`config.mk`:
```
export PLATFORM = sky130hd
export DESIGN_NAME = multichannel_mma_filter_bank
export DESIGN_NICKNAME = d
export VERILOG_FILES = /design/src/design/mmafb_pkg.sv /design/src/design/multichannel_mma_filter_bank.sv /design/src/design/mmafb_ctrl.sv /design/src/design/mmafb_dp.sv
export SDC_FILE = /design/constraint.sdc
export NUM_CORES = 1
export LEC_CHECK = 0
export BUFFER_PORTS_ARGS = -buffer_cell sky130_fd_sc_hd__buf_2
export CAP_MARGIN = 5
export CORE_MARGIN = 8
export CORE_UTILIZATION = 35
export CTS_CLUSTER_SIZE = 16
export DETAILED_ROUTE_END_ITERATION = 7
export PLACE_DENSITY = 0.53
export SETUP_SLACK_MARGIN = 0.5
export SLEW_MARGIN = 30
export SYNTH_ARGS = -nofsm -noshare
export SYNTH_HDL_FRONTEND = slang
export SYNTH_SLANG_ARGS = --single-unit
```
`constraint.sdc`:
```
create_clock -name i_clk -period 5.87 [get_ports i_clk]
set_input_delay 0.8805 -clock i_clk [delete_from_list [all_inputs] [get_ports i_clk]]
set_output_delay 0.8805 -clock i_clk [all_outputs]
set_load 0.005 [all_outputs]
```
`src/design/mmafb_pkg.sv`:
```
`timescale 1ns / 1ps

package mmafb_pkg;

    localparam int CHANNELS = 8;
    localparam int WINDOW   = 16;
    localparam int CH_W     = (CHANNELS > 1) ? $clog2(CHANNELS) : 1;

    localparam int CMD_W    = 3;
    localparam int IDX_W    = 8;
    localparam int VAL_W    = 16;
    localparam int STAT_W   = 3;

    localparam int IN_BITS  = CMD_W + IDX_W + VAL_W;
    localparam int IN_W     = ((IN_BITS + 7) / 8) * 8;
    localparam int OUT_BITS = STAT_W + IDX_W + VAL_W;
    localparam int OUT_W    = ((OUT_BITS + 7) / 8) * 8;

    typedef enum logic [CMD_W-1:0] {
        CMD_ALLOC = 3'd0,
        CMD_FREE  = 3'd1,
        CMD_ADD   = 3'd2,
        CMD_READ  = 3'd3,
        CMD_CLEAR = 3'd4
    } t_cmd;

    typedef enum logic [STAT_W-1:0] {
        ST_OK       = 3'd0,
        ST_NO_FREE  = 3'd1,
        ST_UNUSED   = 3'd2,
        ST_RANGE    = 3'd3,
        ST_OVERFLOW = 3'd4
    } t_status;

    typedef struct packed {
        logic capture;
        logic commit;
    } t_ctrl_cmd;

endpackage

```
`src/design/multichannel_mma_filter_bank.sv`:
```
`timescale 1ns / 1ps
// bank of modified moving average channels, one command word in, one result word out
// input stream (s_axis): each word carries a command - allocate the lowest free
//   channel, free, add a sample, read the average, or clear a channel
// output stream (m_axis): one result word per command with status, the channel
//   granted by allocate and the average returned by read
// an add does sum = sum - average + sample and average = sum / WINDOW; a new
//   sum above 65535 reports overflow and leaves the channel as it was
// a command word is captured, then in the execute state its result is registered
//   once the output register is free; a new command is accepted only after the
//   capture then read-modify-write step on the per-channel sum and average registers
// a finished result sits in the output register; the next command is accepted
//   while it waits, and it is only computed once that result is taken
// o_s_axis_tready is low in the execute state, which lasts while the captured
//   command waits behind a stalled receiver
// reset (i_rst_n low, synchronous) frees every channel and zeroes all sums and
//   averages; the block is ready once reset has returned the control to idle
module multichannel_mma_filter_bank (
    input  logic                          i_clk,
    input  logic                          i_rst_n,
    input  logic                          i_s_axis_tvalid,
    output logic                          o_s_axis_tready,
    // command[2:0], channel[10:3], sample[26:11], zero fill above
    input  logic [mmafb_pkg::IN_W-1:0]    i_s_axis_tdata,
    output logic                          o_m_axis_tvalid,
    input  logic                          i_m_axis_tready,
    // status[2:0], assigned_channel[10:3], average_out[26:11], zero fill above
    output logic [mmafb_pkg::OUT_W-1:0]   o_m_axis_tdata
);

    localparam int CH_LO = mmafb_pkg::CMD_W;
    localparam int SM_LO = mmafb_pkg::CMD_W + mmafb_pkg::IDX_W;

    mmafb_pkg::t_ctrl_cmd                  cmd;
    logic [mmafb_pkg::STAT_W-1:0]          status;
    logic [mmafb_pkg::IDX_W-1:0]           assigned_channel;
    logic [mmafb_pkg::VAL_W-1:0]           average_out;

    mmafb_ctrl u_ctrl (
        .i_clk       (i_clk),
        .i_rst_n     (i_rst_n),
        .i_in_valid  (i_s_axis_tvalid),
        .o_in_ready  (o_s_axis_tready),
        .o_out_valid (o_m_axis_tvalid),
        .i_out_ready (i_m_axis_tready),
        .o_cmd       (cmd)
    );

    mmafb_dp u_dp (
        .i_clk              (i_clk),
        .i_rst_n            (i_rst_n),
        .i_cmd              (cmd),
        .i_command          (i_s_axis_tdata[mmafb_pkg::CMD_W-1:0]),
        .i_channel          (i_s_axis_tdata[CH_LO +: mmafb_pkg::IDX_W]),
        .i_sample           (i_s_axis_tdata[SM_LO +: mmafb_pkg::VAL_W]),
        .o_status           (status),
        .o_assigned_channel (assigned_channel),
        .o_average_out      (average_out)
    );

    assign o_m_axis_tdata = mmafb_pkg::OUT_W'({average_out, assigned_channel, status});

endmodule

```
`src/design/mmafb_ctrl.sv`:
```
`timescale 1ns / 1ps

module mmafb_ctrl (
    input  logic                  i_clk,
    input  logic                  i_rst_n,
    input  logic                  i_in_valid,
    output logic                  o_in_ready,
    output logic                  o_out_valid,
    input  logic                  i_out_ready,
    output mmafb_pkg::t_ctrl_cmd  o_cmd
);

    typedef enum logic [1:0] {
        S_IDLE = 2'b01,
        S_EXEC = 2'b10
    } t_state;

    t_state r_state, n_state;
    logic   r_out_valid, n_out_valid;
    logic   out_free;

    assign out_free   = !r_out_valid || i_out_ready;
    assign o_in_ready = (r_state == S_IDLE);
    assign o_out_valid = r_out_valid;

    always_comb begin
        n_state      = r_state;
        n_out_valid  = r_out_valid;
        o_cmd        = '0;
        if (r_out_valid && i_out_ready) begin
            n_out_valid = 1'b0;
        end
        case (r_state)
            S_IDLE: begin
                if (i_in_valid) begin
                    o_cmd.capture = 1'b1;
                    n_state       = S_EXEC;
                end
            end
            S_EXEC: begin
                if (out_free) begin
                    o_cmd.commit = 1'b1;
                    n_out_valid  = 1'b1;
                    n_state      = S_IDLE;
                end
            end
            default: begin
                n_state = S_IDLE;
            end
        endcase
    end

    always_ff @(posedge i_clk) begin
        if (!i_rst_n) begin
            r_state     <= S_IDLE;
            r_out_valid <= 1'b0;
        end else begin
            r_state     <= n_state;
            r_out_valid <= n_out_valid;
        end
    end

endmodule

```
`src/design/mmafb_dp.sv`:
```
`timescale 1ns / 1ps

module mmafb_dp (
    input  logic                               i_clk,
    input  logic                               i_rst_n,
    input  mmafb_pkg::t_ctrl_cmd               i_cmd,
    input  logic [mmafb_pkg::CMD_W-1:0]        i_command,
    input  logic [mmafb_pkg::IDX_W-1:0]        i_channel,
    input  logic [mmafb_pkg::VAL_W-1:0]        i_sample,
    output logic [mmafb_pkg::STAT_W-1:0]       o_status,
    output logic [mmafb_pkg::IDX_W-1:0]        o_assigned_channel,
    output logic [mmafb_pkg::VAL_W-1:0]        o_average_out
);

    logic [mmafb_pkg::CMD_W-1:0]  r_cmd;
    logic [mmafb_pkg::IDX_W-1:0]  r_ch;
    logic [mmafb_pkg::VAL_W-1:0]  r_smp;

    logic                         r_in_use [mmafb_pkg::CHANNELS];
    logic [mmafb_pkg::VAL_W-1:0]  r_avg    [mmafb_pkg::CHANNELS];
    logic [mmafb_pkg::VAL_W-1:0]  r_sum    [mmafb_pkg::CHANNELS];

    logic [mmafb_pkg::STAT_W-1:0] r_status, n_status;
    logic [mmafb_pkg::IDX_W-1:0]  r_asg, n_asg;
    logic [mmafb_pkg::VAL_W-1:0]  r_avg_out, n_avg_out;

    logic                         ch_ok;
    logic [mmafb_pkg::CH_W-1:0]   ch_idx;
    logic                         sel_used;
    logic [mmafb_pkg::VAL_W-1:0]  sel_sum;
    logic [mmafb_pkg::VAL_W-1:0]  sel_avg;
    logic                         free_found;
    logic [mmafb_pkg::CH_W-1:0]   free_idx;
    logic [mmafb_pkg::VAL_W:0]    new_sum;

    logic                         wr_en;
    logic [mmafb_pkg::CH_W-1:0]   wr_idx;
    logic                         n_use;
    logic [mmafb_pkg::VAL_W-1:0]  n_sum;
    logic [mmafb_pkg::VAL_W-1:0]  n_avg;

    assign ch_ok    = (int'(r_ch) < mmafb_pkg::CHANNELS);
    assign ch_idx   = r_ch[mmafb_pkg::CH_W-1:0];
    assign sel_used = r_in_use[ch_idx];
    assign sel_sum  = r_sum[ch_idx];
    assign sel_avg  = r_avg[ch_idx];

    // average never exceeds sum, so the difference stays non-negative
    assign new_sum = {1'b0, sel_sum} - {1'b0, sel_avg} + {1'b0, r_smp};

    // lowest free channel
    always_comb begin
        free_found = 1'b0;
        free_idx   = '0;
        for (int i = mmafb_pkg::CHANNELS - 1; i >= 0; i--) begin
            if (!r_in_use[i]) begin
                free_found = 1'b1;
                free_idx   = mmafb_pkg::CH_W'(i);
            end
        end
    end

    always_comb begin
        n_status  = mmafb_pkg::ST_OK;
        n_asg     = '0;
        n_avg_out = '0;
        wr_en     = 1'b0;
        wr_idx    = ch_idx;
        n_use     = sel_used;
        n_sum     = sel_sum;
        n_avg     = sel_avg;
        case (r_cmd)
            mmafb_pkg::CMD_ALLOC: begin
                if (free_found) begin
                    wr_en  = 1'b1;
                    wr_idx = free_idx;
                    n_use  = 1'b1;
                    n_sum  = '0;
                    n_avg  = '0;
                    n_asg  = mmafb_pkg::IDX_W'(free_idx);
                end else begin
                    n_status = mmafb_pkg::ST_NO_FREE;
                end
            end
            mmafb_pkg::CMD_FREE, mmafb_pkg::CMD_ADD,
            mmafb_pkg::CMD_READ, mmafb_pkg::CMD_CLEAR: begin
                if (!ch_ok) begin
                    n_status = mmafb_pkg::ST_RANGE;
                end else if (!sel_used) begin
                    n_status = mmafb_pkg::ST_UNUSED;
                end else if (r_cmd == mmafb_pkg::CMD_FREE) begin
                    wr_en = 1'b1;
                    n_use = 1'b0;
                    n_sum = '0;
                    n_avg = '0;
                end else if (r_cmd == mmafb_pkg::CMD_ADD) begin
                    if (new_sum[mmafb_pkg::VAL_W]) begin
                        n_status = mmafb_pkg::ST_OVERFLOW;
                    end else begin
                        wr_en = 1'b1;
                        n_sum = new_sum[mmafb_pkg::VAL_W-1:0];
                        n_avg = mmafb_pkg::VAL_W'(
                            new_sum[mmafb_pkg::VAL_W-1:0] / mmafb_pkg::WINDOW);
                    end
                end else if (r_cmd == mmafb_pkg::CMD_READ) begin
                    n_avg_out = sel_avg;
                end else begin
                    wr_en = 1'b1;
                    n_sum = '0;
                    n_avg = '0;
                end
            end
            default: begin
                n_status = mmafb_pkg::ST_OK;
            end
        endcase
    end

    always_ff @(posedge i_clk) begin
        if (i_cmd.capture) begin
            r_cmd <= i_command;
            r_ch  <= i_channel;
            r_smp <= i_sample;
        end
        if (i_cmd.commit) begin
            r_status  <= n_status;
            r_asg     <= n_asg;
            r_avg_out <= n_avg_out;
        end
    end

    always_ff @(posedge i_clk) begin
        if (!i_rst_n) begin
            for (int i = 0; i < mmafb_pkg::CHANNELS; i++) begin
                r_in_use[i] <= 1'b0;
                r_avg[i]    <= '0;
                r_sum[i]    <= '0;
            end
        end else if (i_cmd.commit && wr_en) begin
            r_in_use[wr_idx] <= n_use;
            r_avg[wr_idx]    <= n_avg;
            r_sum[wr_idx]    <= n_sum;
        end
    end

    assign o_status           = r_status;
    assign o_assigned_channel = r_asg;
    assign o_average_out      = r_avg_out;

endmodule
```
Word-level counts from Yosys, hierarchy flattened
Memories as Yosys holds them, arrays and structs flattened. A register that Yosys moved wholly into a read port is not among the register bits. Index checks and enable logic that the tools add are counted. W data, S select, Z words.

Flip-flop bits (word level): 57. Memory bits (writable): 264. Input bits: 36. Output and inout bits: 34. Word-level logic and storage cells: 118. Memories kept: 3.

Memory list: u_dp.r_avg (depth 8, width 16, read ports 1, clocked after Yosys merged registers in 1, write ports 8, RTL line mmafb_dp.sv:20) `logic [mmafb_pkg::VAL_W-1:0] r_avg [mmafb_pkg::CHANNELS];`; u_dp.r_sum (depth 8, width 16, read ports 1, clocked after Yosys merged registers in 1, write ports 8, RTL line mmafb_dp.sv:21) `logic [mmafb_pkg::VAL_W-1:0] r_sum [mmafb_pkg::CHANNELS];`; u_dp.r_in_use (depth 8, width 1, read ports 9, clocked after Yosys merged registers in 1, write ports 8, RTL line mmafb_dp.sv:19) `logic r_in_use [mmafb_pkg::CHANNELS];`.

Add/subtract/negate cells: 2. $lt $le $gt $ge: 1. Equal/unequal tests: 8. Muxes and demuxes: 80. Bitwise logic cells: 3. Reduce and logical (&&, ||, !) cells: 12.

Operators by type and width (number): $mux W16 (16); $pmux W16 S2 (2); $mux W3 (21); $mux W1 (35); $reduce_or A16 Y1 (2); $add A17 B16 Y17 (1); $sub A16 B16 Y17 (1); $lt A8 B4 Y1 const B (1); $eq A3 B2 Y1 const B (2); $pmux W3 S2 (1); $reduce_or A5 Y1 (1); $mux W2 (2); $pmux W1 S2 (2); $pmux W2 S2 (1); $reduce_and A2 Y1 (2); $reduce_or A4 Y1 (1); $eq A3 B1 Y1 const B (1); $eq A3 B3 Y1 const B (1); $logic_not A3 Y1 (1); $not A1 Y1 (3); $eq A2 B1 Y1 const B (1); $eq A2 B2 Y1 const B (1); $logic_and A1 B1 Y1 (2); $ne A2 B1 Y1 const B (1); other kinds (4) (4).

Longest topological paths before layout
Gate-level depths: netlist of the first run. An unclocked memory read counts as a cell.

Word-level depth: 17. Mapped depth: 19.

By module
A second synthesis of the first run with hierarchy kept.

Cell total of the unflattened synthesis: 1090. Area, all modules: 15325.9 um2.

By module, submodules not included: mmafb_dp (instances 1, cells each 1072, area an instance 15158.3 um2, sequential area each 9379.0 um2); mmafb_ctrl (instances 1, cells each 12, area an instance 126.4 um2, sequential area each 60.1 um2); multichannel_mma_filter_bank (instances 1, cells each 6, area an instance 41.3 um2, sequential area each 0.0 um2).

Least setup slack after synthesis of the first run
OpenSTA, ideal clock, no wires.

Kind: flip-flop to flip-flop. Start: register with a tool-made name. End: memory u_dp.r_avg[3][0] (netlist name), enable pin. Setup time: 0.389 ns. Arrival time: 5.534 ns. Required time: 5.481 ns. Setup slack: -0.054 ns. Cell stages (with the launch flop): 19. Buffers on the path: 5. Path through: dfxtp_1 buf_4 buf_2 buf_2 buf_2 mux4_2 nand2_1 nand2_1 fa_1 inv_1 ha_1 and2_4 a221o_1 a31oi_2 o21ai_2 a31oi_4 or4b_4 buf_2 nand2_1.

RTL lines (RTL line): end, declared (mmafb_dp.sv:20).

==> results of run 1 <==
==> routing by layer <==
layer  share of wire  vias to the layer above  wire (um)  global-route usage
li1                -                     4582          -                   -
met1            0.43                     5195      19700               0.230
met2            0.50                      271      23000               0.307
met3           0.043                       78       1980              0.0247
met4           0.028                        0       1280              0.0569
met5               0                        -          0                   0
==> report_power, final <==
| group | internal (W) | switching (W) |
|---|---|---|
| Combinational | 0.000538 | 0.000940 |
| Clock | 0.00129 | 0.000900 |
| Sequential | 0.00258 | 0.0000394 |
==> registers in the layout, summed over array words and instances, names as in the netlist, 3 cells and up, named ones only <==
| name | cells |
|---|---|
| u_dp.r_smp | 16 |
| u_dp.r_avg | 128 |
| u_dp.o_average_out | 16 |
| u_dp.o_assigned_channel | 3 |
| u_dp.r_cmd | 3 |
| u_dp.r_in_use | 8 |
| u_dp.r_sum | 128 |
| u_dp.o_status | 3 |
| u_dp.r_ch | 8 |
==> critical path, cell delays in order (launching register included) <==
cell and delay (ns):
dfxtp_4 0.49, mux4_2 0.54, mux2i_1 0.26, inv_1 0.19, fa_1 0.51, inv_1 0.06, fa_1 0.42, a211oi_1 0.36
o211ai_1 0.26, a31oi_2 0.30, o21a_1 0.43, o211ai_1 0.22, a211oi_2 0.63, nor2_1 0.10
==> metrics by stage <==
| step | utilization | cell area [um2] | setup WS (ns) | power [W] |
|---|---|---|---|---|
| after global routing | 0.413 | 18200 | 0.611 | 0.00655 |
| after global placement | 0.385 | 17000 | 0.576 | 0.00411 |
| final | 0.413 | 18200 | 0.794 | 0.00629 |
| after CTS | 0.411 | 18100 | 0.503 | 0.00631 |
| after floorplan | - | 15800 | 0.523 | 0.00367 |
| after detailed placement | 0.385 | 17000 | 0.522 | 0.00411 |
==> worst paths after layout <==
kind,endpoint,slack (ns),depth (start not counted)
max,u_dp.r_avg[0][5],0.79,13
min,u_dp.r_cmd[1],0.52,1
max reg2reg,u_dp.r_avg[0][5],0.79,13
min reg2reg,u_dp.r_in_use[1],0.52,2
==> cell type report <==
class,count,share of cell area
Tap cell,592,0.0407
Clock inverter,15,0.00826
Inverter,60,0.0124
Sequential cell,319,0.520
Timing Repair Buffer,125,0.0531
Multi-Input combinational cell,742,0.312
Clock buffer,49,0.0534
==> timing repair <==
item	in CTS	in global routing
gates resized for setup	1	3
hold buffers	0	0
buffers inserted	0	7
pin swaps	0	0
endpoints found under the setup margin	2	273
==> synthesized netlist by cell type, types with 3 or more instances <==
cell / instances
a21boi_0: 3
o21ai_2: 4
nand2_1: 77
o211ai_1: 12
a211oi_1: 16
and4_1: 4
nand3_1: 14
dfxtp_1: 14
nor3_1: 45
o21ai_0: 14
nand2b_1: 6
nor2_1: 135
o21a_1: 5
o21ai_1: 4
buf_4: 13
and2_1: 6
buf_6: 7
and3_1: 5
a221oi_2: 3
fa_1: 16
mux2i_1: 30
edfxtp_1: 305
inv_1: 60
a211oi_2: 3
ha_1: 17
o21bai_1: 6
a221o_1: 4
nor2b_1: 5
a211o_1: 3
a31oi_1: 3
or3_1: 5
nor3_2: 4
buf_2: 19
a21oi_1: 120
xor2_1: 9
a21o_1: 7
nand4_1: 4
mux4_2: 64
a31oi_2: 3
mux2_2: 5
clkbuf_1: 40
==> kinds of logic (layout without fill, tap and decap cells) <==
kind of cell,Yosys count,after routing,synth area share
xor+xnor,11,11,0.00619
compound gates,232,232,0.0984
other cells,1,42,0.000241
simple gates,325,325,0.0972
buf+inv,140,249,0.0418
fa+ha+maj,33,33,0.0342
mux,99,99,0.116
flops,319,319,0.606
==> results.yml, run 1 <==
floorplanning:
  die_x_um: 227
  core_mm2: 0.0440
  die_h_um: 227
  io_pins: 70
  dieArea_mm2: 0.0515
  start_util: 0.354
  rows: 77
timing:
  fmax_mhz: 197
  final.setup.tns_ns: 0
  slew_headroom: 0.342
  hold_viol: 0
  hold_slack_ns: 0.516
  worst_pin_slew_ns: 0.981
  finalMaxSlewViolations: 0
  period_share: 0.865
  period_needed_ns: 5.08
  rsz0062_at_grt: "false"
  finalClockSkew_ns: 0.0183
  setup_viol: 0
detailed_routing:
  drt-total-wl_mm: 45.9
  wl_per_cell_um: 24.1
  dr.pass1.iters: 6
  antenna_left: 0
  drc: 0
  via_count: 10100
  vias_per_cell: 5.32
  drtIter0Drc: 899
final_layout:
  fillers: 4176
  layout_common_cells: "305 x edfxtp_1, 135 x nor2_1, 118 x a21oi_1"
  seq_area_mm2: 0.00945
  drive_gt1_frac: 0.220
  multi_input_area_mm2: 0.00568
  finalNetCount: 1353
  n_antenna_cell: 0
  final_common_cell: "edfxtp_1"
  syn2layout_area_growth_pct: 16.8
  fin_cells: 1902
place:
  dp.cells: 1831
  place_congestion: 0.881
  dp_hpwl_mm: 29.2
  port_buffers: 54
min_path:
  min_from: "i_s_axis_tdata[1]"
  hold_path_class: "in -> reg"
logic_synthesis:
  synth_warnings: 0
  synth_largest_area_cell: "edfxtp_1"
  syn_area_mm2: 0.0156
  async_flop_share: 0
  netlist.area_leader.share: 0.588
  synth_area_leaders: "edfxtp_1 59%, mux4_2 9.3%, a21oi_1 3.9%"
  synth_edf_count: 305
  ys_types: 74
  synth.avg_cell_area_um2: 13.4
  ys.flop_type: "edfxtp_1"
  postSynthCellCount: 1160
  seq_area_frac_synth: 0.606
  ys_seq_elements: 319
global_routing:
  antenna_found_initial: 0
  grt_first_pass_wirelength_mm: 67.6
  overflow: 0
  grt_usage: 0.178
  first_global_vias: 10500
  grt_max_degree: 32
setup_path:
  crit_path_end_kind: "flop"
  worst-path-max-fanout: 11
  cp.required_ns: 6.12
  cp.arrival_ns: 5.33
  crit_type: "reg -> reg"
  start_kind: "flop"
clock_tree:
  cts_tree: "yes"
  clk_pin_slew_ns: 0.06
  cts_buffers: 36
  insertion_delay_ns: 0.54
  ctsRootBufferMaster: "clkbuf_16"
  clockBufferDepth: 3
  clock_sinks: 319
  h-tree-depth: 2
power_and_ir_drop:
  cellPowerDensity_mw_per_mm2: 346
  peakVddDrop_v: 0.000162
  p_leak_nw: 6.66
status:
  status: "completed"
run:
  maxCapViolCount: 0
No activity file was read; power rests on OpenSTA's default activity.
==> run 2, diff against run 1 <==
Settings changed: PLACE_DENSITY 0.53 to not set, PLACE_DENSITY_LB_ADDON set to 0.25.
==> results.yml, run 2 (same netlist as run 1, synthesis figures left out) <==
setup_path:
  cp.arrival_ns: 5.47
  path_cells: "mux4_2 > mux2i_1 > inv_1 > fa_1 > inv_1 > fa_1 > a211oi_1 > o211ai_1 > a31oi_2 > o21ai_2 > buf_4 > a211o_1 > a221oi_2 > nor2_1"
  start_kind: "flop"
  crit_path_max_incr_delay_ns: 0.57
  critPathTopFamily: "compound AO/OA/AOI/OAI gates"
  crit_slowest_cell: "mux4_2"
  worst-path-max-fanout: 12
  worst-path-buf-inv: 3
  crit_type: "reg -> reg"
  crit_path_end_kind: "flop"
  cp.required_ns: 6.12
clock_tree:
  cts_tree: "yes"
  insertion_delay_ns: 0.53
  clock_sinks: 319
  ctsRootBufferMaster: "clkbuf_16"
  h-tree-depth: 2
  clockBufferDepth: 3
  clk_pin_slew_ns: 0.06
  cts_hold_buf: 0
  cts_buffers: 38
timing:
  finalMaxSlewViolations: 0
  period_share: 0.889
  finalClockSkew_ns: 0.0181
  final.setup.tns_ns: 0
  setup_ws_ns: 0.654
  setup_viol: 0
  period_needed_ns: 5.22
  worst_pin_slew_ns: 0.663
  fmax_mhz: 192
  rsz0062_at_grt: "false"
  slew_headroom: 0.555
  hold_viol: 0
floorplanning:
  die_x_um: 227
  start_util: 0.354
  rows: 77
  dieArea_mm2: 0.0515
  io_pins: 70
  core_mm2: 0.0440
  die_h_um: 227
min_path:
  min_from: "i_s_axis_tdata[20]"
  hold_path_class: "in -> reg"
power_and_ir_drop:
  p_clk_frac: 0.352
  p_leak_nw: 6.64
  peakVddDrop_v: 0.000191
  power.internal_w: 0.00439
  p_sw_w: 0.00189
  combinationalPowerShare: 0.231
  swShare: 0.301
  cellPowerDensity_mw_per_mm2: 346
  p_seq_frac: 0.416
detailed_routing:
  drc: 0
  vias_per_cell: 5.30
  antenna_left: 0
  wl_per_cell_um: 22.8
  via_count: 10100
  drt-total-wl_mm: 43.2
  drtIter0Drc: 797
  dr.pass1.iters: 5
place:
  dp_hpwl_mm: 28.3
  port_buffers: 54
  placed_cell_area_mm2: 0.0169
  dp_slack_ns: 0.592
  place_congestion: 0.906
final_layout:
  layout_common_cells: "305 x edfxtp_1, 135 x nor2_1, 119 x a21oi_1"
  finish.utilization: 0.412
  fin_area_mm2: 0.0182
  n_antenna_cell: 0
  top_regs: "u_dp.r_avg x128, u_dp.r_sum x128"
  syn2layout_area_growth_pct: 16.6
  final_common_cell: "edfxtp_1"
  drive_gt1_frac: 0.224
  finalNetCount: 1347
global_routing:
  first_global_vias: 10400
  antenna_found_initial: 0
  grt_max_degree: 35
  overflow: 0
  grt_first_pass_wirelength_mm: 65.3
  grt_usage: 0.170
status:
  status: "completed"
run:
  maxCapViolCount: 0
[run 2: changes by cell type in the layout (fill, tap and decap cells not counted), sizes merged]
cell,before,now
clkinv,9,17
buf,125,117
clkbuf,49,45
inv,62,63
bufinv,3,2
[run 2: cell type report]
cell class / count / area, um2
multi-input combinational: 742 / 5720
clock buffer: 45 / 977
inverter: 60 / 225
sequential: 319 / 9450
tap: 592 / 741
clock inverter: 23 / 178
timing repair buffer: 117 / 868
fill: 4129 / 25900
[run 2: path summary, 6_finish.rpt]
check / endpoint / cells past startpoint / slack [ns]
hold / removal: u_dp.r_smp[9] / 1 / 0.52
setup / recovery: u_dp.r_avg[2][2] / 14 / 0.65
hold reg to reg: u_dp.r_in_use[0] / 2 / 0.53
setup reg to reg: u_dp.r_avg[2][2] / 14 / 0.65
[run 2: worst register-to-register path, delay by kind of cell (launching register included)]
kind | cells | cell delay [ns]
AOI/OAI and AO/OA | 6 | 1.95
adders and majority gates | 2 | 0.95
buffers and inverters | 3 | 0.49
DFF | 1 | 0.52
muxes | 2 | 0.92
and+or+nand+nor | 1 | 0.12
[run 2: repair_timing]
action | 4_1_cts | 5_1_grt
gates resized for setup | 0 | 10
setup buffers | 0 | 1
hold endpoints to repair | 0 | 0
setup endpoints to repair | 0 | 187
[run 2: through the flow]
stage	instances	hold slack [ns]	power (W)
floorplan	1201	0.477	0.00367
global placement	1829	0.505	0.00409
detailed placement	1829	0.514	0.00409
CTS	1897	0.495	0.00632
global route	1898	0.505	0.00657
finish	1898	0.522	0.00629
[run 2: power groups by stage]
stage                     clock network [W]  registers [W]  logic (W)
after floorplan                           0        0.00264    0.00103
after global placement                    0        0.00266    0.00143
after detailed placement                  0        0.00267    0.00143
after CTS                           0.00226        0.00262    0.00144
after global routing                0.00235        0.00263    0.00159
final                               0.00221        0.00262    0.00146
[run 2: per-layer routing]
| metal | wire length, um | up-vias | global-route usage |
|---|---|---|---|
| met5 | 0 | - | 0 |
| met2 | 21400 | 306 | 0.290 |
| li1 | - | 4582 | - |
| met3 | 2280 | 82 | 0.0278 |
| met4 | 1410 | 0 | 0.0629 |
| met1 | 18100 | 5096 | 0.215 |
==> run 3, diff against run 2 <==
Settings changed: CELL_PAD_IN_SITES_DETAIL_PLACEMENT set to 2, CELL_PAD_IN_SITES_GLOBAL_PLACEMENT set to 2, SLEW_MARGIN 30 to 20.
==> results.yml, run 3 (same netlist as run 1, synthesis figures left out) <==
floorplanning:
  rows: 77
  dieArea_mm2: 0.0515
  start_util: 0.354
  io_pins: 70
  die_x_um: 227
  die_h_um: 227
  core_mm2: 0.0440
timing:
  setup_viol: 0
  rsz0062_at_grt: "true"
  finalClockSkew_ns: 0.0215
  hold_viol: 0
  finalMaxSlewViolations: 0
  period_share: 0.899
  slew_headroom: 0.315
  period_needed_ns: 5.28
  worst_pin_slew_ns: 1.02
  fmax_mhz: 189
  final.setup.tns_ns: 0
place:
  place_congestion: 0.834
  dp_hpwl_mm: 35.0
  port_buffers: 54
clock_tree:
  cts_tree: "yes"
  ctsRootBufferMaster: "clkbuf_16"
  clock_sinks: 319
  cts_buffers: 40
  insertion_delay_ns: 0.56
  clk_pin_slew_ns: 0.06
  clockBufferDepth: 3
  cts_hold_buf: 0
  h-tree-depth: 2
min_path:
  hold_end: "u_dp.r_smp[5]"
  hold_depth: 1
  min_from: "i_s_axis_tdata[16]"
  hold_path_class: "in -> reg"
setup_path:
  worst-path-max-fanout: 13
  reg2reg_slack_ns: 0.59
  crit_type: "reg -> reg"
  crit_path_end_kind: "flop"
  reg2reg_to: "u_dp.r_avg[2][2]"
  r2r.worst_path.cells: 15
  start_kind: "flop"
  cp.arrival_ns: 5.54
  cp.required_ns: 6.13
global_routing:
  grt_usage: 0.211
  grt_max_degree: 35
  first_global_vias: 11800
  overflow: 0
  grt_first_pass_wirelength_mm: 79.2
  antenna_found_initial: 0
detailed_routing:
  antenna_left: 0
  via_count: 10600
  vias_per_cell: 5.55
  drtIter0Drc: 781
  dr.pass1.iters: 5
  drt-met1-wl_mm: 22.6
  routed-wl-met2_mm: 27.2
  wl_met3_mm: 2.43
  drc: 0
  wl_per_cell_um: 27.9
  dr.max_layer_used: "met4"
  drt-total-wl_mm: 53.5
final_layout:
  layout_common_cells: "305 x edfxtp_1, 134 x nor2_1, 119 x a21oi_1"
  top_regs: "u_dp.r_avg x128, u_dp.r_sum x128"
  finalNetCount: 1360
  drive_gt1_frac: 0.233
  final_common_cell: "edfxtp_1"
  syn2layout_area_growth_pct: 17.9
  n_antenna_cell: 0
status:
  status: "completed"
power_and_ir_drop:
  finalPower_w: 0.00664
  p_leak_nw: 6.73
  cellPowerDensity_mw_per_mm2: 362
  peakVddDrop_v: 0.000190
run:
  maxCapViolCount: 0
[run 3: critical path, cell delays in order, from the launching register on]
cell,delay (ns)
dfxtp_4,0.36
buf_12,0.17
mux4_2,0.52
mux2i_1,0.47
inv_1,0.20
fa_1,0.51
inv_1,0.04
ha_1,0.39
a21o_1,0.22
a221o_1,0.35
a31oi_2,0.29
o21ai_2,0.16
buf_4,0.21
a211o_1,0.34
a221oi_2,0.59
nor2_1,0.13
[run 3: how the worst max path moves through the flow]
stage | from | to | slack (ns) | cells after the start
6_report | flop | u_dp.r_avg[2][2] | 0.59 | 15
2_1_floorplan | flop | u_dp.r_avg[3][0] | 0.52 | 18
4_1_cts | flop | u_dp.r_sum[3][6] | 0.61 | 17
3_3_place_gp | flop | u_dp.r_sum[5][10] | 0.32 | 16
5_1_grt | flop | u_dp.r_sum[3][6] | 0.48 | 17
3_5_place_dp | flop | u_dp.r_sum[0][10] | 0.19 | 16
[run 3: area by class of cell]
class / count / area [um2]
fill: 4458 / 25700
sequential: 319 / 9440
multi-input combinational: 742 / 5700
clock buffer: 57 / 1110
timing repair buffer: 128 / 1010
tap: 592 / 741
inverter: 60 / 225
clock inverter: 16 / 121
[run 3: metrics by stage]
stage	std cells	setup slack, ns	hold slack (ns)	utilization	area, um2
floorplan	1201	0.523	0.477	-	15800
global placement	1836	0.324	0.504	0.386	17000
detailed placement	1836	0.187	0.512	0.386	17000
CTS	1913	0.605	0.468	0.416	18300
global route	1914	0.484	0.480	0.417	18400
finish	1914	0.593	0.498	0.417	18400
[run 3: layer usage]
| metal | up-vias | global-route usage |
|---|---|---|
| met5 | - | 0 |
| met4 | 0 | 0.0604 |
| met3 | 74 | 0.0247 |
| met2 | 277 | 0.372 |
| met1 | 5676 | 0.271 |
| li1 | 4592 | - |
[run 3: what timing repair did]
item,in CTS,in global routing
pin swaps,2,2
gates resized for setup,4,11
endpoints found under the setup margin,352,133
gates cloned,0,0
buffers inserted,4,1
[run 3: power by group]
group	leakage, nW	total, W	switching (W)	internal [W]
Combinational	2.91	0.00167	0.00111	0.000561
Clock	0.588	0.00236	0.00100	0.00136
Sequential	3.23	0.00261	0.0000334	0.00258
